File: src/rtl/fcb_pkg.sv
// Shared constants and round-function helpers for the four-round Feistel cipher.
// No dependencies; every other file in rtl/ refers to this package by scoped names.
package fcb_pkg;

   localparam int BLOCK_W     = 32;
   localparam int HALF_W      = BLOCK_W / 2;
   localparam int NIBBLE_W    = 4;
   localparam int NIBBLES     = HALF_W / NIBBLE_W;
   localparam int ROUND_COUNT = 4;

   localparam logic OP_ENCRYPT = 1'b0;
   localparam logic OP_DECRYPT = 1'b1;

   typedef logic [BLOCK_W-1:0] block_type;
   typedef logic [HALF_W-1:0]  half_type;

   localparam logic [NIBBLE_W-1:0] SBOX [16] = '{
      4'd14, 4'd4,  4'd13, 4'd1,  4'd2,  4'd15, 4'd11, 4'd8,
      4'd3,  4'd10, 4'd6,  4'd12, 4'd5,  4'd9,  4'd0,  4'd7
   };

   // Four parallel S-box lookups, one per nibble.
   function automatic half_type sbox_layer(input half_type x);
      half_type s;
      s = '0;
      for (int n = 0; n < NIBBLES; n++) begin
         s[n*NIBBLE_W +: NIBBLE_W] = SBOX[x[n*NIBBLE_W +: NIBBLE_W]];
      end
      return s;
   endfunction

   // Bit i moves to bit (13*i + 1) mod 16; pure wiring.
   function automatic half_type bit_perm(input half_type s);
      half_type p;
      p = '0;
      for (int i = 0; i < HALF_W; i++) begin
         p[(13 * i + 1) % HALF_W] = s[i];
      end
      return p;
   endfunction

endpackage

File: src/rtl/fcb_if.sv
// Valid/ready channel interfaces for request, response and key-register write.
// Depends on fcb_pkg for payload widths.
interface fcb_req_if;
   logic               valid;
   logic               ready;
   logic               opcode;
   fcb_pkg::block_type data_block;
   modport source (output valid, opcode, data_block, input ready);
   modport sink   (input valid, opcode, data_block, output ready);
endinterface

interface fcb_rsp_if;
   logic               valid;
   logic               ready;
   fcb_pkg::block_type result_block;
   modport source (output valid, result_block, input ready);
   modport sink   (input valid, result_block, output ready);
endinterface

interface fcb_csr_if;
   logic               valid;
   logic               ready;
   fcb_pkg::block_type cipher_key;
   modport source (output valid, cipher_key, input ready);
   modport sink   (input valid, cipher_key, output ready);
endinterface

File: src/rtl/fcb_round.sv
// One Feistel round: (L, R) -> (R, L ^ P(S(R ^ k))).
// Depends on fcb_pkg for the S-box and bit permutation.
module fcb_round (
   input  fcb_pkg::half_type left_in,
   input  fcb_pkg::half_type right_in,
   input  fcb_pkg::half_type round_key,
   output fcb_pkg::half_type left_out,
   output fcb_pkg::half_type right_out
);

   fcb_pkg::half_type mix;

   assign mix       = fcb_pkg::bit_perm(fcb_pkg::sbox_layer(right_in ^ round_key));
   assign left_out  = right_in;
   assign right_out = left_in ^ mix;

endmodule

File: src/rtl/fcb_datapath.sv
// Four chained rounds with key schedule selection and the final half swap.
// Depends on fcb_pkg and fcb_round.
module fcb_datapath (
   input  logic               opcode,
   input  fcb_pkg::block_type data_block,
   input  fcb_pkg::block_type cipher_key,
   output fcb_pkg::block_type result_block
);

   fcb_pkg::half_type left  [fcb_pkg::ROUND_COUNT+1];
   fcb_pkg::half_type right [fcb_pkg::ROUND_COUNT+1];
   fcb_pkg::half_type key_hi;
   fcb_pkg::half_type key_lo;
   logic              decrypt;

   assign key_hi   = cipher_key[fcb_pkg::BLOCK_W-1 -: fcb_pkg::HALF_W];
   assign key_lo   = cipher_key[fcb_pkg::HALF_W-1:0];
   assign decrypt  = (opcode == fcb_pkg::OP_DECRYPT);
   assign left[0]  = data_block[fcb_pkg::BLOCK_W-1 -: fcb_pkg::HALF_W];
   assign right[0] = data_block[fcb_pkg::HALF_W-1:0];

   for (genvar r = 0; r < fcb_pkg::ROUND_COUNT; r++) begin : g_round
      // Odd round numbers use the low key half; decrypt walks rounds backward,
      // which flips the parity since the round count is even.
      logic              odd_rnd;
      fcb_pkg::half_type rkey;
      assign odd_rnd = ((r % 2) == 1) ^ decrypt;
      assign rkey    = odd_rnd ? key_lo : key_hi;

      fcb_round u_round (
         .left_in   (left[r]),
         .right_in  (right[r]),
         .round_key (rkey),
         .left_out  (left[r+1]),
         .right_out (right[r+1])
      );
   end

   // Final swap: right half goes on top.
   assign result_block = {right[fcb_pkg::ROUND_COUNT], left[fcb_pkg::ROUND_COUNT]};

endmodule

File: src/rtl/feistel_32bit_block_cipher.sv
// Top level of the four-round 32-bit Feistel cipher: key register, input
// register, round datapath and result register. Depends on fcb_pkg, fcb_if, fcb_datapath.
//
// Usage:
//   csr_if : write transfer loads the 32-bit cipher_key; always ready.
//            Write it only while no block is in flight.
//   req_if : one transfer carries opcode (0 encrypt, 1 decrypt) and a
//            32-bit data_block, left half in bits 31:16.
//   rsp_if : one transfer per request carrying result_block, in order.
// Flow: a block accepted on req_if goes into the input register, runs through
//   all four rounds combinationally, and is loaded into the result register
//   once that slot is free, which raises rsp_if.valid.
// Throughput: one block per cycle; the input and result registers form a
//   two-entry pipeline and a new block is taken every cycle while the
//   response side keeps taking results.
// Stall: when rsp_if.ready is low the result register holds; the input
//   register still fills, so up to two blocks wait before req_if.ready
//   drops. req_if.ready depends combinationally on rsp_if.ready.
// Reset: synchronous, active high; clears both valid flags and the key.
module feistel_32bit_block_cipher (
   input  logic    clock,
   input  logic    reset,
   fcb_req_if.sink   req_if,
   fcb_rsp_if.source rsp_if,
   fcb_csr_if.sink   csr_if
);

   fcb_pkg::block_type key_ff, key_in;

   // input register
   logic               in_valid_ff, in_valid_in;
   logic               in_op_ff, in_op_in;
   fcb_pkg::block_type in_blk_ff, in_blk_in;

   // result register
   logic               out_valid_ff, out_valid_in;
   fcb_pkg::block_type out_blk_ff, out_blk_in;

   fcb_pkg::block_type dp_result;
   logic               out_free;
   logic               in_move;
   logic               req_take;

   // key register: the user must write it only while idle; the block does not enforce it
   assign csr_if.ready = 1'b1;
   assign key_in = (csr_if.valid && csr_if.ready) ? csr_if.cipher_key : key_ff;

   fcb_datapath u_datapath (
      .opcode       (in_op_ff),
      .data_block   (in_blk_ff),
      .cipher_key   (key_ff),
      .result_block (dp_result)
   );

   // Result slot frees when empty or its transfer completes this cycle.
   assign out_free     = !out_valid_ff || rsp_if.ready;
   assign in_move      = in_valid_ff && out_free;
   assign req_if.ready = !in_valid_ff || out_free;
   assign req_take     = req_if.valid && req_if.ready;

   always_comb begin
      in_valid_in  = in_valid_ff;
      in_op_in     = in_op_ff;
      in_blk_in    = in_blk_ff;
      out_valid_in = out_valid_ff;
      out_blk_in   = out_blk_ff;

      if (out_free) begin
         out_valid_in = in_valid_ff;
      end
      if (in_move) begin
         out_blk_in = dp_result;
      end

      if (req_take) begin
         in_valid_in = 1'b1;
         in_op_in    = req_if.opcode;
         in_blk_in   = req_if.data_block;
      end else if (in_move) begin
         in_valid_in = 1'b0;
      end
   end

   always_ff @(posedge clock) begin
      if (reset) begin
         key_ff       <= '0;
         in_valid_ff  <= 1'b0;
         out_valid_ff <= 1'b0;
      end else begin
         key_ff       <= key_in;
         in_valid_ff  <= in_valid_in;
         out_valid_ff <= out_valid_in;
      end
   end

   // payload, no reset
   always_ff @(posedge clock) begin
      in_op_ff   <= in_op_in;
      in_blk_ff  <= in_blk_in;
      out_blk_ff <= out_blk_in;
   end

   assign rsp_if.valid        = out_valid_ff;
   assign rsp_if.result_block = out_blk_ff;

endmodule

File: src/flat_wrapper.sv
// flat-port wrapper written by rule: the top's interface ports become plain ports
module feistel_32bit_block_cipher_flat 
  (clock, reset, req_if_valid, req_if_opcode, req_if_data_block, req_if_ready, rsp_if_valid, rsp_if_result_block, rsp_if_ready, csr_if_valid, csr_if_cipher_key, csr_if_ready);
  fcb_req_if req_if_i ();
  fcb_rsp_if rsp_if_i ();
  fcb_csr_if csr_if_i ();
  input  logic clock;
  input  logic reset;
  input wire logic [$bits(req_if_i.valid)-1:0] req_if_valid;
  input wire logic [$bits(req_if_i.opcode)-1:0] req_if_opcode;
  input wire logic [$bits(req_if_i.data_block)-1:0] req_if_data_block;
  output wire logic [$bits(req_if_i.ready)-1:0] req_if_ready;
  output wire logic [$bits(rsp_if_i.valid)-1:0] rsp_if_valid;
  output wire logic [$bits(rsp_if_i.result_block)-1:0] rsp_if_result_block;
  input wire logic [$bits(rsp_if_i.ready)-1:0] rsp_if_ready;
  input wire logic [$bits(csr_if_i.valid)-1:0] csr_if_valid;
  input wire logic [$bits(csr_if_i.cipher_key)-1:0] csr_if_cipher_key;
  output wire logic [$bits(csr_if_i.ready)-1:0] csr_if_ready;
  assign req_if_i.valid = req_if_valid;
  assign req_if_i.opcode = req_if_opcode;
  assign req_if_i.data_block = req_if_data_block;
  assign req_if_ready = req_if_i.ready;
  assign rsp_if_valid = rsp_if_i.valid;
  assign rsp_if_result_block = rsp_if_i.result_block;
  assign rsp_if_i.ready = rsp_if_ready;
  assign csr_if_i.valid = csr_if_valid;
  assign csr_if_i.cipher_key = csr_if_cipher_key;
  assign csr_if_ready = csr_if_i.ready;
  feistel_32bit_block_cipher u_core (.clock(clock), .reset(reset), .req_if(req_if_i), .rsp_if(rsp_if_i), .csr_if(csr_if_i));
endmodule
File: config.mk
export PLATFORM = sky130hd
export DESIGN_NAME = feistel_32bit_block_cipher_flat
export DESIGN_NICKNAME = d
export VERILOG_FILES = /design/src/rtl/fcb_pkg.sv /design/src/rtl/fcb_if.sv /design/src/rtl/fcb_round.sv /design/src/rtl/fcb_datapath.sv /design/src/rtl/feistel_32bit_block_cipher.sv /design/src/flat_wrapper.sv
export SDC_FILE = /design/constraint.sdc
export NUM_CORES = 1
export LEC_CHECK = 0
export ABC_AREA = 0
export BUFFER_PORTS_ARGS = -buffer_cell sky130_fd_sc_hd__buf_2
export CAP_MARGIN = 20
export CORE_UTILIZATION = 30
export CTS_CLUSTER_DIAMETER = 150
export DETAILED_ROUTE_END_ITERATION = 10
export GPL_ROUTABILITY_DRIVEN = 0
export GPL_TIMING_DRIVEN = 0
export PLACE_DENSITY = 0.54
export SLEW_MARGIN = 20
export SYNTH_ARGS = -nofsm -noshare
export SYNTH_HDL_FRONTEND = slang
export SYNTH_SLANG_ARGS = --single-unit
File: constraint.sdc
create_clock -name clock -period 13.8 [get_ports clock]
set_input_delay 0.69 -clock clock [delete_from_list [all_inputs] [get_ports clock]]
set_output_delay 0.69 -clock clock [all_outputs]
set_load 0.005 [all_outputs]
* Yosys cells after proc, flatten, opt, wreduce, memory -nomap -nowiden
Memory sizes are Yosys's and may differ from the RTL's.
Cells that the tools add are included.
** Storage, ports and cells
- Register bits :: 99
- Bits in read-only memories :: 1024
- Bits of input ports :: 70
- Memories kept :: 16
** Cells by class
- Order comparisons :: 16
- Multiplexer cells :: 36
- Bitwise logic cells :: 24
- Reductions and logical operators :: 7
** Memory list
- (no name shown) :: words 16, width 4, rd ports 1, clocked after Yosys merged registers in 0, wr ports 0, line fcb_pkg.sv:27 : s[n*NIBBLE_W +: NIBBLE_W] = SBOX[x[n*NIBBLE_W +: NIBBLE_W]];
- (no name shown) :: words 16, width 4, rd ports 1, clocked after Yosys merged registers in 0, wr ports 0, line fcb_pkg.sv:27
- (no name shown) :: words 16, width 4, rd ports 1, clocked after Yosys merged registers in 0, wr ports 0, line fcb_pkg.sv:27
- (no name shown) :: words 16, width 4, rd ports 1, clocked after Yosys merged registers in 0, wr ports 0, line fcb_pkg.sv:27
- (no name shown) :: words 16, width 4, rd ports 1, clocked after Yosys merged registers in 0, wr ports 0, line fcb_pkg.sv:27
- (no name shown) :: words 16, width 4, rd ports 1, clocked after Yosys merged registers in 0, wr ports 0, line fcb_pkg.sv:27
- +10 memories
** Operators with widths (number)
- $mux 4 :: 32
- $xor 16x16->16 :: 8
- $ge 5x5->1 const B :: 16
- $not 4->5 :: 16
- $mux 16 :: 2
- $logic_and 1x1->1 :: 2
- $logic_not 1->1 :: 2
- $logic_or 1x1->1 :: 2
- $mux 1 :: 2
- $reduce_bool 2->1 :: 1

* Logic depth before layout (Yosys ltp)
- Word-level depth :: 25
- Mapped depth :: 27
- Depth with buffers taken out :: 23

* Modules after synthesis
From an unflattened synthesis, not the netlist that was laid out.
** Unflattened totals
- Cell total of the unflattened synthesis :: 750
- Area total of the unflattened synthesis :: 8525.7 um^2
** By module, submodules not included
- fcb_round (u_core.u_datapath.g_round[1].u_round ...) :: times used 3, cells an instance 131, area an instance 1227.4 um^2, sequential area each 0.0 um^2
- feistel_32bit_block_cipher :: times used 1, cells an instance 181, area an instance 3218.1 um^2, sequential area each 2632.5 um^2
- fcb_round (u_core.u_datapath.g_round[0].u_round) :: times used 1, cells an instance 140, area an instance 1081.0 um^2, sequential area each 0.0 um^2
- fcb_datapath :: times used 1, cells an instance 36, area an instance 544.3 um^2, sequential area each 0.0 um^2

* Least setup slack after synthesis
OpenSTA, ideal clock, no wires.
- Kind :: register to register
- Start point :: reg u_core.in_op_ff
- End point :: reg u_core.out_blk_ff[17], in the netlist u_core.rsp_if.result_block[17], data pin
- Setup time :: 0.264 ns
- Arrival time :: 5.208 ns
- Data required time :: 13.536 ns
- Setup slack :: 8.329 ns
- Cell stages (with the launch flop) :: 27
- Path buffers :: 4
- Cells stage by stage :: edfxtp_1 -> buf_6 -> buf_12 -> buf_12 -> mux2i_1 -> xor2_2 -> inv_1 -> ha_1 -> nor3_1 -> or2_2 -> nor3_1 -> nor2_1 -> inv_1 -> ha_1 -> mux2i_1 -> mux2i_1 -> or3_1 -> inv_1 -> buf_4 -> ha_1 -> mux2i_1 -> mux2i_1 -> xnor2_1 -> ha_1 -> nor3_1 -> a221oi_1 -> xnor2_1
** Between the ends
- Cells in the longest elaborated chain, start to end :: 25
** Ends and longest elaborated chain
- start: declaration :: line feistel_32bit_block_cipher.sv:32 : logic in_op_ff, in_op_in;
- start signal: assignment :: line feistel_32bit_block_cipher.sv:98 : in_op_ff <= in_op_in;
- $mux 16 :: line fcb_datapath.sv:28 : assign rkey = odd_rnd ? key_lo : key_hi;
- $xor 16x16->16 :: line fcb_round.sv:13 : assign mix = fcb_pkg::bit_perm(fcb_pkg::sbox_layer(right_in ^ round_key));
- $not 4->5 (implied by the code) :: line fcb_pkg.sv:27
- $mem_v2 16x4
- $mux 4 (implied by the code) (2 in a row) :: line fcb_pkg.sv:27
- $xor 16x16->16 :: line fcb_round.sv:15 : assign right_out = left_in ^ mix;
- $xor 16x16->16 :: line fcb_round.sv:13
- $not 4->5 (implied by the code) :: line fcb_pkg.sv:27
- [... 7 more ...]
- $mux 4 (implied by the code) (2 in a row) :: line fcb_pkg.sv:27
- $xor 16x16->16 :: line fcb_round.sv:15
- $xor 16x16->16 :: line fcb_round.sv:13
- $not 4->5 (implied by the code) :: line fcb_pkg.sv:27
- $mem_v2 16x4
- $mux 4 (implied by the code) (2 in a row) :: line fcb_pkg.sv:27
- $xor 16x16->16 * :: line fcb_round.sv:15
- named net u_core.dp_result[17] :: line feistel_32bit_block_cipher.sv:39 : fcb_pkg::block_type dp_result;
- end signal: assignment :: line feistel_32bit_block_cipher.sv:100 : out_blk_ff <= out_blk_in;
- end: declaration :: line feistel_32bit_block_cipher.sv:37 : fcb_pkg::block_type out_blk_ff, out_blk_in;
Mark *: on every way through the listed nets, which the timed path passes. The rest lies on a longest branch. The select of a mux whose other input is x is not followed.
A chain may end at the register's enable or synchronous reset.

* Worst setup path after layout
Ends and elaborated chain as after synthesis.

==> impl_results.md <==
- DP Area: approximately 0.0092 mm²
- CP bufs+invs: 7
- Via-to-Cell Ratio: about 4.8
- Synth cell types: 85
- Routed len/inst: 15.9 µm
- Unrepaired setup endpoints after global routing: no
- Minimum clock period: 6.64 ns
- Worst Skew: 0.0107 ns
- Largest net degree at the start of global routing: 24
- Area leader, netlist: edfxtp_1
- Final ANT Viol Nets: 0
- Resized cells post-CTS: 0
- Yosys reg bits: 99
- Clock sinks: 99
- Cts hold-fix bufs: 0
- Num CTS Buffers: 9
- Clock slew at reported path FFs: 0.07 ns
- Latest clock arrival within the worst-skew pair: 0.35 ns
- Post-CTS setup buffer count: 0
- Sequential-to-total area share from yosys stat: 0.318
- Synth Instances: ~780
- Clk buf depth: 2
- Leakage: 3.69 nW
- CTS Root Cell: clkbuf_16
- Slew Viols, Final: 0
- DIE WIDTH: about 170 µm
- Synth area leaders: edfxtp_1 (24%), xnor2_1 (10%), mux2i_1 (10%)
- First-pass GRT wire length: 31200 µm
- Syn Nets: between 800 and 900
- Warnings, synthesis: 0
- Post-DP HPWL: 16000 µm
- Met2 Usage GRT: 0.221
- Area growth, synth to finish: 15.3%
- Worst EP required: 13.90 ns
- Worst slew pin tran: between 0.8 and 0.9 ns
- First DRT Iteration DRCs: 335
- FP Rows: 60
- Antenna cells: 0
- Die ar.: 0.0282 mm²
- Met1 GRT Util: 0.208
- Pwr dens: 321 mW/mm²
- TNS Setup: 0 ns
- Antenna violations before repair: 0
- Footprint of the multi-input gates: 0.00536 mm²
- Grt met3 use: 0.0160
- GRT Total Usage: 0.144
- WS Path Type: reg -> reg
- PortBufs: just over 100
- Max IR drop VDD: approximately 110 µV
- Fmax: about 150 MHz
- Rel. slew slack: 0.463
- Synth top area share: 0.236
- Core box area: ~0.027 mm²
- CP Max Fanout: 10
- Filler cells: 2800
- Vias: 6013
- Die H: around 170 µm
- Seq. cell area: 0.00263 mm²
- Synth Flop Type: edfxtp_1
- Share of cells above drive strength 1: 0.248
- Crit start category: flop
- CP max stage delay: roughly 0.6 ns
- Synthesized area: 0.00827 mm²
- # IOs: roughly 110
- Cell with the most instances after synthesis: xnor2_1
- Avg Cell Area, Syn: 10.6 µm²
- Final hold violations: 0
- Top Usage Layer GRT: met2
- Number of global-route vias before repair: 5604
- Outcome: completed
- Hold WC Path Type: in -> reg
- DRC viols: 0
- Nature of the critical path endpoint: flop
- CP dominant cell by count: mux2i_1
- Final instance area: 0.00953 mm²
- Worst path slowest cell: xnor2_1
- Period utilization: 0.482
- Final setup vio count: 0
- Synth async-reset ratio: 0
- Data arrival time of the worst path: between 6 and 7 ns
- CP delay by family, top: simple AND/OR/NAND/NOR gates
- Maxcap violations: 0
- TritonCTS clock tree: built
- H-tree Lvls: 3
- Drt first pass iters: 5
- Total gr overflow: 0
- Synth top cells by count: xnor2_1 (98), mux2i_1 (84), nor2_1 (66)
- Starting Density: 0.306
- Number of synthesized flops with an enable pin: 65
- Final wirelength: 19700 µm
- Final #Nets: about 990
## layer usage
layer / vias up / share of wire
met3: 14 / 0.035
li1: 3069 / -
met5: - / 0
met1: 2806 / 0.51
met4: 0 / 0.021
met2: 124 / 0.43
## layout make-up
class	instances	share of cell area
Timing Repair Buffer	103	0.0572
Clock inverter	4	0.00315
Buffer	25	0.0173
Clock buffer	12	0.0270
Tap cell	341	0.0448
Multi-Input combinational cell	627	0.562
Inverter	30	0.0121
Sequential cell	99	0.276
## flip-flops by register name, indices dropped and copies added (netlist names)
register and cells:
u_core.in_blk_ff 32, u_core.in_op_ff 1, u_core.in_valid_ff 1, u_core.key_ff 32, u_core.rsp_if.result_block 32, u_core.rsp_if.valid 1
## report_power, final
| group | switching (mW) | total [mW] | internal (mW) |
|---|---|---|---|
| clock network | 0.116 | 0.251 | 0.135 |
| logic | 1.27 | 2.29 | 1.03 |
| registers | 0.0262 | 0.515 | 0.489 |
## worst paths after layout
| check | startpoint | to | slack [ns] | cells past startpoint |
|---|---|---|---|---|
| setup / recovery | u_core.in_op_ff | u_core.rsp_if.result_block[17] | 7.16 | 26 |
| hold reg to reg | u_core.key_ff[21] | u_core.key_ff[21] | 0.52 | 2 |
| setup reg to reg | u_core.in_op_ff | u_core.rsp_if.result_block[17] | 7.16 | 26 |
| hold / removal | req_if_data_block[26] | u_core.in_blk_ff[26] | 0.51 | 1 |
## placed cells by master (no fill, tap or decap), drive strengths merged, types with 5 or more instances in the layout
cell type and count:
inv 33, ha 26, nand3 28, dfxtp 34, clkbuf 19, a21oi 22, o221ai 7, nand4 8
o21a 5, edfxtp 65, buf 121, nor3 34, o21ai 19, xor2 60, a221oi 6, a211oi 11
nor2 66, o211ai 17, or4 8, nor2b 7, mux2i 96, xnor2 113, or2 5, nand2 21
and2 7
## kinds of logic after synthesis
family | Yosys count | share of synthesized area
and+or+nand+nor | 203 | 0.123
xor gates and xnor gates | 173 | 0.226
AOI/OAI and AO/OA | 127 | 0.128
DFF | 99 | 0.318
muxes | 97 | 0.132
buffers and inverters | 55 | 0.0339
adders and majority gates | 26 | 0.0394
other | 1 | 0.000454
## per-stage QoR
stage	util	setup WS [ns]	total power [mW]	hold WS, ns	cells
5_1_grt	0.353	6.73	3.36	0.497	1241
6_report	0.353	7.16	3.06	0.507	1241
4_1_cts	0.353	7.22	3.09	0.490	1241
3_3_place_gp	0.340	7.29	2.81	0.499	1223
3_5_place_dp	0.342	7.26	2.83	0.512	1225
2_1_floorplan	-	8.33	2.38	0.478	781
Power figures use the tool's default switching activity.
